$ cat src/rfbp_pkg.sv
`timescale 1ns / 1ps
package rfbp_pkg;
  localparam int unsigned MAX_TEXT_BYTES = 1048576;
  localparam int unsigned TEXT_W = $clog2(MAX_TEXT_BYTES + 1);
  localparam int unsigned HDR_DEPTH = 20;
  localparam int unsigned HDR_BITS = 8 * HDR_DEPTH;
  localparam logic [4:0] VERSION_LEN = 5'd12;
  localparam logic [4:0] PIXFMT_LEN = 5'd20;
  localparam logic [4:0] UPDATE_LEN = 5'd10;
  localparam logic [4:0] KEY_LEN = 5'd8;
  localparam logic [4:0] POINTER_LEN = 5'd6;

  localparam logic [31:0] ENC_DESKTOP_SIZE = 32'hFFFF_FF21;
  localparam logic [31:0] ENC_EXT_DESKTOP_SIZE = 32'hFFFF_FECC;
  localparam logic [31:0] ENC_CURSOR = 32'hFFFF_FF11;

  localparam logic [7:0] MSG_PIXFMT = 8'd0;
  localparam logic [7:0] MSG_ENCODINGS = 8'd2;
  localparam logic [7:0] MSG_UPDATE = 8'd3;
  localparam logic [7:0] MSG_KEY = 8'd4;
  localparam logic [7:0] MSG_POINTER = 8'd5;
  localparam logic [7:0] MSG_CUT_TEXT = 8'd6;

  localparam logic [3:0] KIND_SEC_TYPES = 4'd0;
  localparam logic [3:0] KIND_SEC_RESULT = 4'd1;
  localparam logic [3:0] KIND_SERVER_INIT = 4'd2;
  localparam logic [3:0] KIND_PIXFMT = 4'd3;
  localparam logic [3:0] KIND_ENCODINGS = 4'd4;
  localparam logic [3:0] KIND_UPDATE = 4'd5;
  localparam logic [3:0] KIND_KEY = 4'd6;
  localparam logic [3:0] KIND_POINTER = 4'd7;
  localparam logic [3:0] KIND_CUT_TEXT = 4'd8;
  localparam logic [3:0] KIND_ERROR = 4'd9;

  localparam logic [2:0] ERR_NONE = 3'd0;
  localparam logic [2:0] ERR_SECURITY = 3'd1;
  localparam logic [2:0] ERR_BPP = 3'd2;
  localparam logic [2:0] ERR_MESSAGE = 3'd3;
  localparam logic [2:0] ERR_TEXT_LEN = 3'd4;

  localparam logic [1:0] CFG_FRAME_WIDTH = 2'd0;
  localparam logic [1:0] CFG_FRAME_HEIGHT = 2'd1;

  typedef enum logic [2:0] {
    PH_VERSION, PH_SECURITY, PH_INIT, PH_RUN, PH_CLOSED
  } phase_t;

  // Classified beat handed from the front parser to the result builder.
  typedef enum logic [2:0] {
    OP_PLAIN, OP_PIXFMT, OP_UPDATE, OP_KEY, OP_POINTER
  } op_t;

  typedef struct packed {
    op_t        op;
    logic [3:0] kind;
    logic       flag;
    logic [7:0] small_value;
    logic       last;
    logic [2:0] error_code;
    logic [2:0] encoding_flags;
    logic [8:0][7:0] hb;   // header bytes 1..9 for short messages
  } cmd_t;

  typedef struct packed {
    logic [3:0]  kind;
    logic        flag;
    logic [15:0] first_value;
    logic [15:0] second_value;
    logic [15:0] third_value;
    logic [15:0] fourth_value;
    logic [7:0]  small_value;
    logic [31:0] word_value;
    logic        last;
    logic [2:0]  error_code;
    logic [2:0]  encoding_flags;
  } result_t;
endpackage

$ cat src/rfbp_stream_if.sv
`timescale 1ns / 1ps
interface rfbp_in_if;
  logic       valid;
  logic       ready;
  logic [7:0] data_byte;
  modport source (output valid, output data_byte, input ready);
  modport sink (input valid, input data_byte, output ready);
endinterface

interface rfbp_out_if;
  logic        valid;
  logic        ready;
  logic [3:0]  kind;
  logic        flag;
  logic [15:0] first_value;
  logic [15:0] second_value;
  logic [15:0] third_value;
  logic [15:0] fourth_value;
  logic [7:0]  small_value;
  logic [31:0] word_value;
  logic        last;
  logic [2:0]  error_code;
  logic [2:0]  encoding_flags;
  modport source (output valid, output kind, output flag, output first_value,
    output second_value, output third_value, output fourth_value,
    output small_value, output word_value, output last, output error_code,
    output encoding_flags, input ready);
  modport sink (input valid, input kind, input flag, input first_value,
    input second_value, input third_value, input fourth_value,
    input small_value, input word_value, input last, input error_code,
    input encoding_flags, output ready);
endinterface

$ cat src/rfbp_front.sv
`timescale 1ns / 1ps
module rfbp_front (
  input  logic                          clk,
  input  logic                          rst_n,
  input  logic                          in_valid,
  input  logic [7:0]                    in_data_byte,
  output logic                          in_ready,
  output logic                          cmd_valid,
  output rfbp_pkg::cmd_t                cmd,
  output logic [rfbp_pkg::HDR_BITS-1:0] pix_hdr,
  input  logic                          cmd_ready
);
  rfbp_pkg::phase_t phase_r, phase_nxt;
  logic [7:0]  message_type_r, message_type_nxt;
  logic [4:0]  byte_index_r, byte_index_nxt;
  logic [7:0]  header_bytes_r [rfbp_pkg::HDR_DEPTH];
  logic [15:0] encodings_left_r, encodings_left_nxt;
  logic [31:0] encoding_word_r, encoding_word_nxt;
  logic [rfbp_pkg::TEXT_W-1:0] text_left_r, text_left_nxt;
  logic [2:0]  support_flags_r, support_flags_nxt;
  logic        hdr_we;
  logic [15:0] enc_count;
  logic [31:0] text_len;
  logic [31:0] enc_word;
  logic        emit;
  rfbp_pkg::cmd_t c;
  logic        accept;
  logic [4:0]  need;

  assign in_ready = cmd_ready;
  assign accept = in_valid && in_ready;
  assign cmd_valid = accept && emit;
  assign cmd = c;
  assign enc_word = {encoding_word_r[23:0], in_data_byte};
  assign enc_count = {header_bytes_r[2], in_data_byte};
  assign text_len = {header_bytes_r[4], header_bytes_r[5], header_bytes_r[6], in_data_byte};

  always_comb begin
    for (int i = 0; i < rfbp_pkg::HDR_DEPTH; i++) begin
      pix_hdr[8*i +: 8] = header_bytes_r[i];
    end
    pix_hdr[8*19 +: 8] = in_data_byte;
  end

  always_comb begin
    case (message_type_r)
      rfbp_pkg::MSG_PIXFMT: need = rfbp_pkg::PIXFMT_LEN;
      rfbp_pkg::MSG_UPDATE: need = rfbp_pkg::UPDATE_LEN;
      rfbp_pkg::MSG_KEY:    need = rfbp_pkg::KEY_LEN;
      default:              need = rfbp_pkg::POINTER_LEN;
    endcase
  end

  always_comb begin
    phase_nxt = phase_r;
    message_type_nxt = message_type_r;
    byte_index_nxt = byte_index_r;
    encodings_left_nxt = encodings_left_r;
    encoding_word_nxt = encoding_word_r;
    text_left_nxt = text_left_r;
    support_flags_nxt = support_flags_r;
    hdr_we = 1'b0;
    emit = 1'b0;
    c = '0;
    c.op = rfbp_pkg::OP_PLAIN;
    for (int i = 0; i < 9; i++) begin
      c.hb[i] = (byte_index_r == 5'(i + 1)) ? in_data_byte : header_bytes_r[i + 1];
    end
    case (phase_r)
      rfbp_pkg::PH_VERSION: begin
        byte_index_nxt = byte_index_r + 5'd1;
        if (byte_index_r == rfbp_pkg::VERSION_LEN - 5'd1) begin
          byte_index_nxt = '0;
          phase_nxt = rfbp_pkg::PH_SECURITY;
          emit = 1'b1;
          c.kind = rfbp_pkg::KIND_SEC_TYPES;
        end
      end
      rfbp_pkg::PH_SECURITY: begin
        emit = 1'b1;
        if (in_data_byte != 8'd1) begin
          phase_nxt = rfbp_pkg::PH_CLOSED;
          c.kind = rfbp_pkg::KIND_ERROR;
          c.error_code = rfbp_pkg::ERR_SECURITY;
        end else begin
          phase_nxt = rfbp_pkg::PH_INIT;
          c.kind = rfbp_pkg::KIND_SEC_RESULT;
        end
      end
      rfbp_pkg::PH_INIT: begin
        emit = 1'b1;
        phase_nxt = rfbp_pkg::PH_RUN;
        byte_index_nxt = '0;
        c.kind = rfbp_pkg::KIND_SERVER_INIT;
      end
      rfbp_pkg::PH_RUN: begin
        if (byte_index_r == 5'd0) begin
          if (!(in_data_byte inside {rfbp_pkg::MSG_PIXFMT,
                [rfbp_pkg::MSG_ENCODINGS:rfbp_pkg::MSG_CUT_TEXT]})) begin
            emit = 1'b1;
            phase_nxt = rfbp_pkg::PH_CLOSED;
            c.kind = rfbp_pkg::KIND_ERROR;
            c.error_code = rfbp_pkg::ERR_MESSAGE;
          end else begin
            message_type_nxt = in_data_byte;
            hdr_we = 1'b1;
            byte_index_nxt = 5'd1;
          end
        end else if (message_type_r == rfbp_pkg::MSG_ENCODINGS) begin
          if (byte_index_r < 5'd4) begin
            hdr_we = 1'b1;
            byte_index_nxt = byte_index_r + 5'd1;
            if (byte_index_r == 5'd3) begin
              encodings_left_nxt = enc_count;
              if (enc_count == 16'd0) begin
                emit = 1'b1;
                byte_index_nxt = '0;
                c.kind = rfbp_pkg::KIND_ENCODINGS;
                c.encoding_flags = support_flags_r;
              end
            end
          end else begin
            encoding_word_nxt = enc_word;
            byte_index_nxt = byte_index_r + 5'd1;
            if (byte_index_r == 5'd7) begin
              byte_index_nxt = 5'd4;
              if (enc_word == rfbp_pkg::ENC_DESKTOP_SIZE) begin
                support_flags_nxt = support_flags_r | 3'b001;
              end else if (enc_word == rfbp_pkg::ENC_EXT_DESKTOP_SIZE) begin
                support_flags_nxt = support_flags_r | 3'b010;
              end else if (enc_word == rfbp_pkg::ENC_CURSOR) begin
                support_flags_nxt = support_flags_r | 3'b100;
              end
              encodings_left_nxt = encodings_left_r - 16'd1;
              if (encodings_left_r == 16'd1) begin
                emit = 1'b1;
                byte_index_nxt = '0;
                c.kind = rfbp_pkg::KIND_ENCODINGS;
                c.encoding_flags = support_flags_nxt;
              end
            end
          end
        end else if (message_type_r == rfbp_pkg::MSG_CUT_TEXT) begin
          if (byte_index_r < 5'd8) begin
            hdr_we = 1'b1;
            byte_index_nxt = byte_index_r + 5'd1;
            if (byte_index_r == 5'd7) begin
              if (text_len > 32'(rfbp_pkg::MAX_TEXT_BYTES)) begin
                emit = 1'b1;
                phase_nxt = rfbp_pkg::PH_CLOSED;
                c.kind = rfbp_pkg::KIND_ERROR;
                c.error_code = rfbp_pkg::ERR_TEXT_LEN;
              end else if (text_len == 32'd0) begin
                emit = 1'b1;
                byte_index_nxt = '0;
                c.kind = rfbp_pkg::KIND_CUT_TEXT;
                c.last = 1'b1;
              end else begin
                text_left_nxt = text_len[rfbp_pkg::TEXT_W-1:0];
              end
            end
          end else begin
            emit = 1'b1;
            text_left_nxt = text_left_r - rfbp_pkg::TEXT_W'(1);
            c.kind = rfbp_pkg::KIND_CUT_TEXT;
            c.flag = 1'b1;
            c.small_value = in_data_byte;
            if (text_left_r == rfbp_pkg::TEXT_W'(1)) begin
              c.last = 1'b1;
              byte_index_nxt = '0;
            end
          end
        end else begin
          hdr_we = 1'b1;
          byte_index_nxt = byte_index_r + 5'd1;
          if (byte_index_r + 5'd1 >= need) begin
            emit = 1'b1;
            byte_index_nxt = '0;
            case (message_type_r)
              rfbp_pkg::MSG_PIXFMT: begin
                if (header_bytes_r[4] inside {8'd8, 8'd16, 8'd32}) begin
                  c.op = rfbp_pkg::OP_PIXFMT;
                end else begin
                  phase_nxt = rfbp_pkg::PH_CLOSED;
                  c.kind = rfbp_pkg::KIND_ERROR;
                  c.error_code = rfbp_pkg::ERR_BPP;
                end
              end
              rfbp_pkg::MSG_UPDATE: c.op = rfbp_pkg::OP_UPDATE;
              rfbp_pkg::MSG_KEY:    c.op = rfbp_pkg::OP_KEY;
              default:              c.op = rfbp_pkg::OP_POINTER;
            endcase
          end
        end
      end
      default: ;
    endcase
  end

  always_ff @(posedge clk) begin
    if (!rst_n) begin
      phase_r <= rfbp_pkg::PH_VERSION;
      message_type_r <= '0;
      byte_index_r <= '0;
      encodings_left_r <= '0;
      encoding_word_r <= '0;
      text_left_r <= '0;
      support_flags_r <= '0;
    end else if (accept) begin
      phase_r <= phase_nxt;
      message_type_r <= message_type_nxt;
      byte_index_r <= byte_index_nxt;
      encodings_left_r <= encodings_left_nxt;
      encoding_word_r <= encoding_word_nxt;
      text_left_r <= text_left_nxt;
      support_flags_r <= support_flags_nxt;
    end
  end

  always_ff @(posedge clk) begin
    if (accept && hdr_we && byte_index_r < 5'(rfbp_pkg::HDR_DEPTH)) begin
      header_bytes_r[byte_index_r] <= in_data_byte;
    end
  end
endmodule

$ cat src/rfbp_back.sv
`timescale 1ns / 1ps
module rfbp_back (
  input  logic                          clk,
  input  logic                          rst_n,
  input  logic                          cmd_valid,
  input  rfbp_pkg::cmd_t                cmd,
  input  logic [rfbp_pkg::HDR_BITS-1:0] pix_hdr,
  output logic                          cmd_ready,
  input  logic [15:0]                   frame_width,
  input  logic [15:0]                   frame_height,
  output logic                          res_valid,
  output rfbp_pkg::result_t             res,
  input  logic                          res_ready
);
  // Two-entry queue of classified beats, then the result is built on the way out.
  rfbp_pkg::cmd_t   q_cmd_r [2];
  logic [rfbp_pkg::HDR_BITS-1:0] q_hdr_r [2];
  logic [1:0] count_r, count_nxt;
  logic       wr_ptr_r, rd_ptr_r;
  logic       push, pop;
  rfbp_pkg::cmd_t h;
  logic [rfbp_pkg::HDR_BITS-1:0] ph;
  rfbp_pkg::result_t r;
  logic [7:0]  bpp;
  logic [15:0] px, py;
  logic        clamp;

  function automatic logic [7:0] hb(input logic [rfbp_pkg::HDR_BITS-1:0] v, input int i);
    hb = v[8*i +: 8];
  endfunction

  assign cmd_ready = (count_r != 2'd2);
  assign push = cmd_valid && cmd_ready;
  assign pop = res_valid && res_ready;
  assign res_valid = (count_r != 2'd0);
  assign h = q_cmd_r[rd_ptr_r];
  assign ph = q_hdr_r[rd_ptr_r];
  assign res = r;
  assign bpp = hb(ph, 4);
  assign clamp = frame_width != 16'd0 && frame_height != 16'd0;

  always_comb begin
    count_nxt = count_r;
    if (push && !pop) begin
      count_nxt = count_r + 2'd1;
    end else if (pop && !push) begin
      count_nxt = count_r - 2'd1;
    end
  end

  always_comb begin
    px = {h.hb[1], h.hb[2]};
    py = {h.hb[3], h.hb[4]};
    if (clamp && px > frame_width - 16'd1) begin
      px = frame_width - 16'd1;
    end
    if (clamp && py > frame_height - 16'd1) begin
      py = frame_height - 16'd1;
    end
  end

  always_comb begin
    r = '0;
    r.kind = h.kind;
    r.flag = h.flag;
    r.small_value = h.small_value;
    r.last = h.last;
    r.error_code = h.error_code;
    r.encoding_flags = h.encoding_flags;
    case (h.op)
      rfbp_pkg::OP_PIXFMT: begin
        r.kind = rfbp_pkg::KIND_PIXFMT;
        r.first_value = {hb(ph, 8), hb(ph, 9)};
        r.second_value = {hb(ph, 10), hb(ph, 11)};
        r.third_value = {hb(ph, 12), hb(ph, 13)};
        r.fourth_value = {8'd0, hb(ph, 7)};
        r.small_value = bpp;
        r.word_value = {hb(ph, 5), 7'd0, hb(ph, 6) != 8'd0, 1'b0,
          ph[8*14 +: 5], ph[8*15 +: 5], ph[8*16 +: 5]};
      end
      rfbp_pkg::OP_UPDATE: begin
        r.kind = rfbp_pkg::KIND_UPDATE;
        r.flag = h.hb[0] != 8'd0;
        r.first_value = {h.hb[1], h.hb[2]};
        r.second_value = {h.hb[3], h.hb[4]};
        r.third_value = {h.hb[5], h.hb[6]};
        r.fourth_value = {h.hb[7], h.hb[8]};
      end
      rfbp_pkg::OP_KEY: begin
        r.kind = rfbp_pkg::KIND_KEY;
        r.flag = h.hb[0] != 8'd0;
        r.word_value = {h.hb[3], h.hb[4], h.hb[5], h.hb[6]};
      end
      rfbp_pkg::OP_POINTER: begin
        r.kind = rfbp_pkg::KIND_POINTER;
        r.first_value = px;
        r.second_value = py;
        r.small_value = h.hb[0];
      end
      default: ;
    endcase
  end

  always_ff @(posedge clk) begin
    if (!rst_n) begin
      count_r <= '0;
      wr_ptr_r <= 1'b0;
      rd_ptr_r <= 1'b0;
    end else begin
      count_r <= count_nxt;
      if (push) begin
        wr_ptr_r <= ~wr_ptr_r;
      end
      if (pop) begin
        rd_ptr_r <= ~rd_ptr_r;
      end
    end
  end

  always_ff @(posedge clk) begin
    if (push) begin
      q_cmd_r[wr_ptr_r] <= cmd;
      q_hdr_r[wr_ptr_r] <= pix_hdr;
    end
  end
endmodule

$ cat src/rfb_client_message_parser.sv
`timescale 1ns / 1ps
// RFB client stream parser: one byte beat per cycle when the result side keeps up.
// Each result is queued when the byte that completes it is accepted and built on the way out.
// Throughput: one byte per cycle while the two-entry queue has room; the queue absorbs result stalls.
// Reset: synchronous active-low rst_n returns to the version phase and
// clears the frame size registers.
module rfb_client_message_parser (
  input  logic        clk,
  input  logic        rst_n,
  rfbp_in_if.sink     in_if,
  rfbp_out_if.source  out_if,
  input  logic        cfg_psel,
  input  logic        cfg_penable,
  input  logic        cfg_pwrite,
  input  logic [2:0]  cfg_paddr,
  input  logic [31:0] cfg_pwdata,
  output logic [31:0] cfg_prdata,
  output logic        cfg_pready
);
  logic [15:0] frame_width_r, frame_height_r;
  logic cmd_valid, cmd_ready, res_valid;
  rfbp_pkg::cmd_t cmd;
  rfbp_pkg::result_t res;
  logic [rfbp_pkg::HDR_BITS-1:0] pix_hdr;
  logic [1:0] cfg_idx;

  assign cfg_pready = 1'b1;
  assign cfg_idx = cfg_paddr[2:2] == 1'b1 ? rfbp_pkg::CFG_FRAME_HEIGHT
                                          : rfbp_pkg::CFG_FRAME_WIDTH;

  always_ff @(posedge clk) begin
    if (!rst_n) begin
      frame_width_r <= '0;
      frame_height_r <= '0;
    end else if (cfg_psel && cfg_penable && cfg_pwrite && cfg_paddr[1:0] == 2'b00) begin
      case (cfg_idx)
        rfbp_pkg::CFG_FRAME_WIDTH:  frame_width_r <= cfg_pwdata[15:0];
        rfbp_pkg::CFG_FRAME_HEIGHT: frame_height_r <= cfg_pwdata[15:0];
        default: ;
      endcase
    end
  end

  always_comb begin
    case (cfg_idx)
      rfbp_pkg::CFG_FRAME_WIDTH:  cfg_prdata = {16'd0, frame_width_r};
      rfbp_pkg::CFG_FRAME_HEIGHT: cfg_prdata = {16'd0, frame_height_r};
      default:                    cfg_prdata = '0;
    endcase
  end

  rfbp_front u_front (
    .clk(clk), .rst_n(rst_n),
    .in_valid(in_if.valid), .in_data_byte(in_if.data_byte), .in_ready(in_if.ready),
    .cmd_valid(cmd_valid), .cmd(cmd), .pix_hdr(pix_hdr), .cmd_ready(cmd_ready)
  );

  rfbp_back u_back (
    .clk(clk), .rst_n(rst_n),
    .cmd_valid(cmd_valid), .cmd(cmd), .pix_hdr(pix_hdr), .cmd_ready(cmd_ready),
    .frame_width(frame_width_r), .frame_height(frame_height_r),
    .res_valid(res_valid), .res(res), .res_ready(out_if.ready)
  );

  assign out_if.valid = res_valid;
  assign out_if.kind = res.kind;
  assign out_if.flag = res.flag;
  assign out_if.first_value = res.first_value;
  assign out_if.second_value = res.second_value;
  assign out_if.third_value = res.third_value;
  assign out_if.fourth_value = res.fourth_value;
  assign out_if.small_value = res.small_value;
  assign out_if.word_value = res.word_value;
  assign out_if.last = res.last;
  assign out_if.error_code = res.error_code;
  assign out_if.encoding_flags = res.encoding_flags;
endmodule

$ cat src/flat_wrapper.sv
// flat-port wrapper written by rule: the top's interface ports become plain ports
module rfb_client_message_parser_flat 
  (clk, rst_n, cfg_psel, cfg_penable, cfg_pwrite, cfg_paddr, cfg_pwdata, cfg_prdata, cfg_pready, in_if_valid, in_if_data_byte, in_if_ready, out_if_valid, out_if_kind, out_if_flag, out_if_first_value, out_if_second_value, out_if_third_value, out_if_fourth_value, out_if_small_value, out_if_word_value, out_if_last, out_if_error_code, out_if_encoding_flags, out_if_ready);
  rfbp_in_if in_if_i ();
  rfbp_out_if out_if_i ();
  input  logic clk;
  input  logic rst_n;
  input  logic cfg_psel;
  input  logic cfg_penable;
  input  logic cfg_pwrite;
  input  logic [2:0] cfg_paddr;
  input  logic [31:0] cfg_pwdata;
  output logic [31:0] cfg_prdata;
  output logic cfg_pready;
  input wire logic [$bits(in_if_i.valid)-1:0] in_if_valid;
  input wire logic [$bits(in_if_i.data_byte)-1:0] in_if_data_byte;
  output wire logic [$bits(in_if_i.ready)-1:0] in_if_ready;
  output wire logic [$bits(out_if_i.valid)-1:0] out_if_valid;
  output wire logic [$bits(out_if_i.kind)-1:0] out_if_kind;
  output wire logic [$bits(out_if_i.flag)-1:0] out_if_flag;
  output wire logic [$bits(out_if_i.first_value)-1:0] out_if_first_value;
  output wire logic [$bits(out_if_i.second_value)-1:0] out_if_second_value;
  output wire logic [$bits(out_if_i.third_value)-1:0] out_if_third_value;
  output wire logic [$bits(out_if_i.fourth_value)-1:0] out_if_fourth_value;
  output wire logic [$bits(out_if_i.small_value)-1:0] out_if_small_value;
  output wire logic [$bits(out_if_i.word_value)-1:0] out_if_word_value;
  output wire logic [$bits(out_if_i.last)-1:0] out_if_last;
  output wire logic [$bits(out_if_i.error_code)-1:0] out_if_error_code;
  output wire logic [$bits(out_if_i.encoding_flags)-1:0] out_if_encoding_flags;
  input wire logic [$bits(out_if_i.ready)-1:0] out_if_ready;
  assign in_if_i.valid = in_if_valid;
  assign in_if_i.data_byte = in_if_data_byte;
  assign in_if_ready = in_if_i.ready;
  assign out_if_valid = out_if_i.valid;
  assign out_if_kind = out_if_i.kind;
  assign out_if_flag = out_if_i.flag;
  assign out_if_first_value = out_if_i.first_value;
  assign out_if_second_value = out_if_i.second_value;
  assign out_if_third_value = out_if_i.third_value;
  assign out_if_fourth_value = out_if_i.fourth_value;
  assign out_if_small_value = out_if_i.small_value;
  assign out_if_word_value = out_if_i.word_value;
  assign out_if_last = out_if_i.last;
  assign out_if_error_code = out_if_i.error_code;
  assign out_if_encoding_flags = out_if_i.encoding_flags;
  assign out_if_i.ready = out_if_ready;
  rfb_client_message_parser u_core (.clk(clk), .rst_n(rst_n), .in_if(in_if_i), .out_if(out_if_i), .cfg_psel(cfg_psel), .cfg_penable(cfg_penable), .cfg_pwrite(cfg_pwrite), .cfg_paddr(cfg_paddr), .cfg_pwdata(cfg_pwdata), .cfg_prdata(cfg_prdata), .cfg_pready(cfg_pready));
endmodule
$ cat config.mk
export PLATFORM = sky130hd
export DESIGN_NAME = rfb_client_message_parser_flat
export DESIGN_NICKNAME = d
export VERILOG_FILES = /design/src/rfbp_pkg.sv /design/src/rfbp_stream_if.sv /design/src/rfbp_front.sv /design/src/rfbp_back.sv /design/src/rfb_client_message_parser.sv /design/src/flat_wrapper.sv
export SDC_FILE = /design/constraint.sdc
export NUM_CORES = 1
export LEC_CHECK = 0
export CORE_ASPECT_RATIO = 0.9
export CORE_MARGIN = 3
export CORE_UTILIZATION = 50
export DETAILED_ROUTE_END_ITERATION = 10
export DONT_BUFFER_PORTS = 1
export HOLD_SLACK_MARGIN = 0.06
export PLACE_DENSITY = 0.66
export SYNTH_ARGS = -nofsm -noshare
export SYNTH_HDL_FRONTEND = slang
export SYNTH_SLANG_ARGS = --single-unit
export TNS_END_PERCENT = 10
$ cat constraint.sdc
create_clock -name clk -period 21.5 [get_ports clk]
set_input_delay 2.15 -clock clk [delete_from_list [all_inputs] [get_ports clk]]
set_output_delay 2.15 -clock clk [all_outputs]
set_load 0.02 [all_outputs]
==> flow_results.org <==
** STA
- Setup repair after global routing left no endpoint under its margin.
- Setup-failing EPs final :: 0
- The number of failing hold endpoints at the final stage came to 0.
- For the pin with the worst max-slew slack, the measured transition is 1.20 ns.
- Hold is met by 0.441 ns.
- Min Clock Period, post-route :: 7.38 ns
- Top achievable clock speed :: 0.136 GHz
- Setup total negative slack on the finished layout was measured at 0 ns.
- Dividing the final minimum period by the clock period gives 0.343.
- The max-slew violation total from the final report was 0.
- The worst pin sits at a relative slew slack of 0.195.
- Setup clock skew after layout :: 0.0305 ns

** Clock tree
- In this run, CTS created clock tree buffers numbering 60.
- PostCTS Resize Cnt :: 0
- Root Buffer Master :: sky130_fd_sc_hd__clkbuf_16
- Post-CTS setup-driven buffer insertion count :: 0
- The clock passes through at most 3 buffers.
- After clock tree synthesis, the clock-pin slew on the worst setup and hold paths is 0.06 ns.
- TritonCTS clock tree :: yes
- The H-tree was split into 2 levels.
- In this run, post-CTS hold repair placed 0 buffers.
- The clock drives 616 sinks.
- Clk Latency, worst-skew pair :: 0.64 ns

** Yosys
- The most used flip-flop cell after synthesis is sky130_fd_sc_hd__edfxtp_1.
- Number of distinct library cells after synthesis :: 81
- After synthesis, the mean cell area works out to 12.6 sq um.
- Synthesis inferred 616 register bits.
- Area fraction in and, or, nand and nor cells after synthesis :: 0.114
- By area, the combinational part of the netlist is dominated by simple AND/OR/NAND/NOR gates.
- Total standard cell area after synthesis :: 27600 sq um
- Seq/Total Area, Yosys :: 0.627
- The complex-gate fraction of the synthesized area was 0.0904.
- Leading area contributor after synthesis :: sky130_fd_sc_hd__edfxtp_1
- Post-synth EDFFs :: 499
- Of the total synthesized cell area, the portion taken by XOR and XNOR cells is 0.0114.
- The share of synthesized area in the top cell type comes to 0.543.
- Synth Area in Adders :: 0.0217
- Gate count after technology mapping :: 2192
- During synthesis, Yosys emitted a total of 0 warnings.
- Yosys attributes the largest share of cell area to sky130_fd_sc_hd__edfxtp_1 (54%), sky130_fd_sc_hd__dfxtp_1 (8.5%), sky130_fd_sc_hd__mux2i_1 (5.8%), sky130_fd_sc_hd__mux2_2 (4.5%), sky130_fd_sc_hd__nor2_1 (2.7%).
- Async S/R FF share, synth :: 0
- The portion of synthesized area spent on multiplexers is 0.104.

** Setup path
- The worst setup path is of the flip-flop to output port kind.
- Crit-path max cell delay :: 0.84 ns
- Chain of cells forming the critical path :: buf_12, mux2i_1, inv_1, ha_1, a21oi_1, o21ai_0, a221o_1, o211ai_1, buf_4, mux2i_1, a221o_1
- Endpoint type of the worst setup path :: output port
- Data on the critical path arrives at its endpoint at 5.23 ns.
- STA classifies the critical path startpoint as a flip-flop.
- The slowest stage of the critical path is the sky130_fd_sc_hd__o211ai_1 cell.
- Data required time at the worst endpoint :: 19.35 ns
- Along the worst path, the maximum fanout reaches 124.

** Die
- Measured along the x axis, the die boundary spans 254 microns.
- The initial utilization of the core area, before any placement, comes to 0.506.
- Die Area :: 58100 sq um
- Number of placed I/O pins :: 201
- Std-Cell Rows :: 81
- The die is 229 microns tall.
- Core region area :: 54500 sq um

** Pwr
- Leakage dissipation :: 0.00995 uW
- Worst IR drop on VDD :: 0.0649 mV
- Total power :: 2490 uW
- Power density over the cells :: 82.7 nW/um^2

** Place
- Summing all placed instances gives a cell area of 28200 sq um.
- IO buf count :: 0
- Once detailed placement completed, the half-perimeter wirelength came to 44.7 mm.
- Placer Congestion :: 0.895

** Layout
- In the layout the commonest cells are sky130_fd_sc_hd__edfxtp_1 (499), sky130_fd_sc_hd__nor2_1 (200), sky130_fd_sc_hd__nand2_1 (162).
- Number of nets in the final layout :: 2251
- Area grow syn2layout :: 9.16%
- The library cell used most frequently in the layout, excluding fill and tap cells, is sky130_fd_sc_hd__edfxtp_1.
- Fraction of layout cells with a size suffix above 1 :: 0.124
- Post-route cell area :: 30100 sq um

** Global route
- Wire length of the first global-routing pass :: 106 mm
- GR Overflow Total :: 0
- Entering global routing, the biggest net connects 165 pins.
- The via count of the first global-routing pass came to 17.5k.
- For this run, the total global-route usage over all layers was measured as 0.238.
- The initial antenna violation count came to 1.

** Detailed routing
- After detailed routing, the average wire length per cell comes to 24.1 microns.
- Summing over every cut layer, the via total after detailed routing is 17.9k.
- Dividing the detail-routed via count by the number of cells gives 6.16.
- Detailed Route WL :: 70.1 mm
- The first detailed-routing pass took 6 iterations.
- Post-DRT Antenna Nets :: 0
- DR iter-0 viols :: 1917
- In the routed design, unresolved DRC markers number 0.

** Run status
- Outcome :: completed

** Hold path
- The worst hold path belongs to the class flip-flop to flip-flop.

** Job
- Max Cap Violations :: 0
==> cell families after synthesis <==
group                    count (synthesis)
flip-flops                             616
other                                    2
multiplexers                           272
AO/OA/AOI/OAI                          372
adder cells (fa/ha/maj)                 48
AND/OR/NAND/NOR                        647
XOR/XNOR                                36
buffers and inverters                  199
==> critical path, delay by kind of cell (launching register included) <==
kind            cells  cell delay [ns]
mux                 2             0.59
buf+inv             3             0.97
compound gates      5             1.89
flops               1             0.55
fa+ha+maj           1             0.33
==> where the power goes <==
group	switching, uW	internal, uW
clock network	449	597
registers	4.82	1280
logic	108	56.3
total	561	1930
==> flip-flops by register name, indices dropped and copies added, names as in the netlist, 8 cells and up, named ones only <==
register,count
u_core.u_front.encoding_word_r,24
u_core.u_front.header_bytes_r,119
u_core.u_front.message_type_r,8
u_core.u_back.q_cmd_r,190
u_core.u_front.text_left_r,21
u_core.frame_width_r,16
u_core.u_front.encodings_left_r,16
u_core.frame_height_r,16
u_core.u_back.q_hdr_r,190
==> cell type report <==
cell class              count  area [sq um]
fillers                  4426         24400
repair buffers             28           235
multi-input cells        1392          9530
clock inverters            43           427
flip-flops and latches    616         17300
inverters                  55           206
diodes                      1          2.50
clock buffers              69          1540
well taps                 705           882
==> final timing paths <==
| check | from | to | slack [ns] | cells after the start |
|---|---|---|---|---|
| worst max-delay path | flip-flop | out_if_second_value[7] | 14.12 | 11 |
| worst min-delay path | u_core.u_front.header_bytes_r[13][7] | u_core.u_back.q_hdr_r[1][111] | 0.44 | 0 |
| worst max register to register | u_core.u_front.message_type_r[0] | u_core.u_back.q_cmd_r[1][94] | 15.38 | 14 |
| worst min register to register | u_core.u_front.header_bytes_r[13][7] | u_core.u_back.q_hdr_r[1][111] | 0.44 | 0 |
==> metrics by stage <==
step,utilization,setup slack [ns],cells
floorplan,-,8.70,2207
global placement,0.517,14.49,2796
detailed placement,0.517,14.46,2796
CTS,0.553,14.10,2908
global route,0.553,13.86,2908
finish,0.553,14.12,2909
==> synth_stat cells, drive strengths merged, types with 5 or more instances <==
| library cell | number |
|---|---|
| edfxtp | 499 |
| nor2 | 203 |
| nand2 | 162 |
| mux2i | 161 |
| dfxtp | 117 |
| mux2 | 111 |
| a21oi | 99 |
| clkbuf | 80 |
| buf | 64 |
| o21ai | 60 |
| inv | 54 |
| a211oi | 51 |
| nor3 | 49 |
| nor4 | 49 |
| ha | 48 |
| nand3 | 45 |
| o22ai | 37 |
| nor2b | 23 |
| a31oi | 22 |
| nand4 | 22 |
| xnor2 | 19 |
| a221o | 18 |
| nand2b | 18 |
| xor2 | 17 |
| and2 | 15 |
| or3 | 14 |
| and3 | 12 |
| o211ai | 11 |
| o31ai | 11 |
| or2 | 9 |
| nand3b | 8 |
| o221ai | 8 |
| o311ai | 7 |
| o221a | 6 |
| or4 | 6 |
| a2bb2oi | 5 |
| a311o | 5 |
| o21a | 5 |
==> layer usage <==
metal / part of all wire / track usage
met3: 0.079 / 0.0504
met2: 0.48 / 0.388
met1: 0.42 / 0.325
met5: 0 / 0
met4: 0.025 / 0.0625
(Power assumes the default switching activity.)
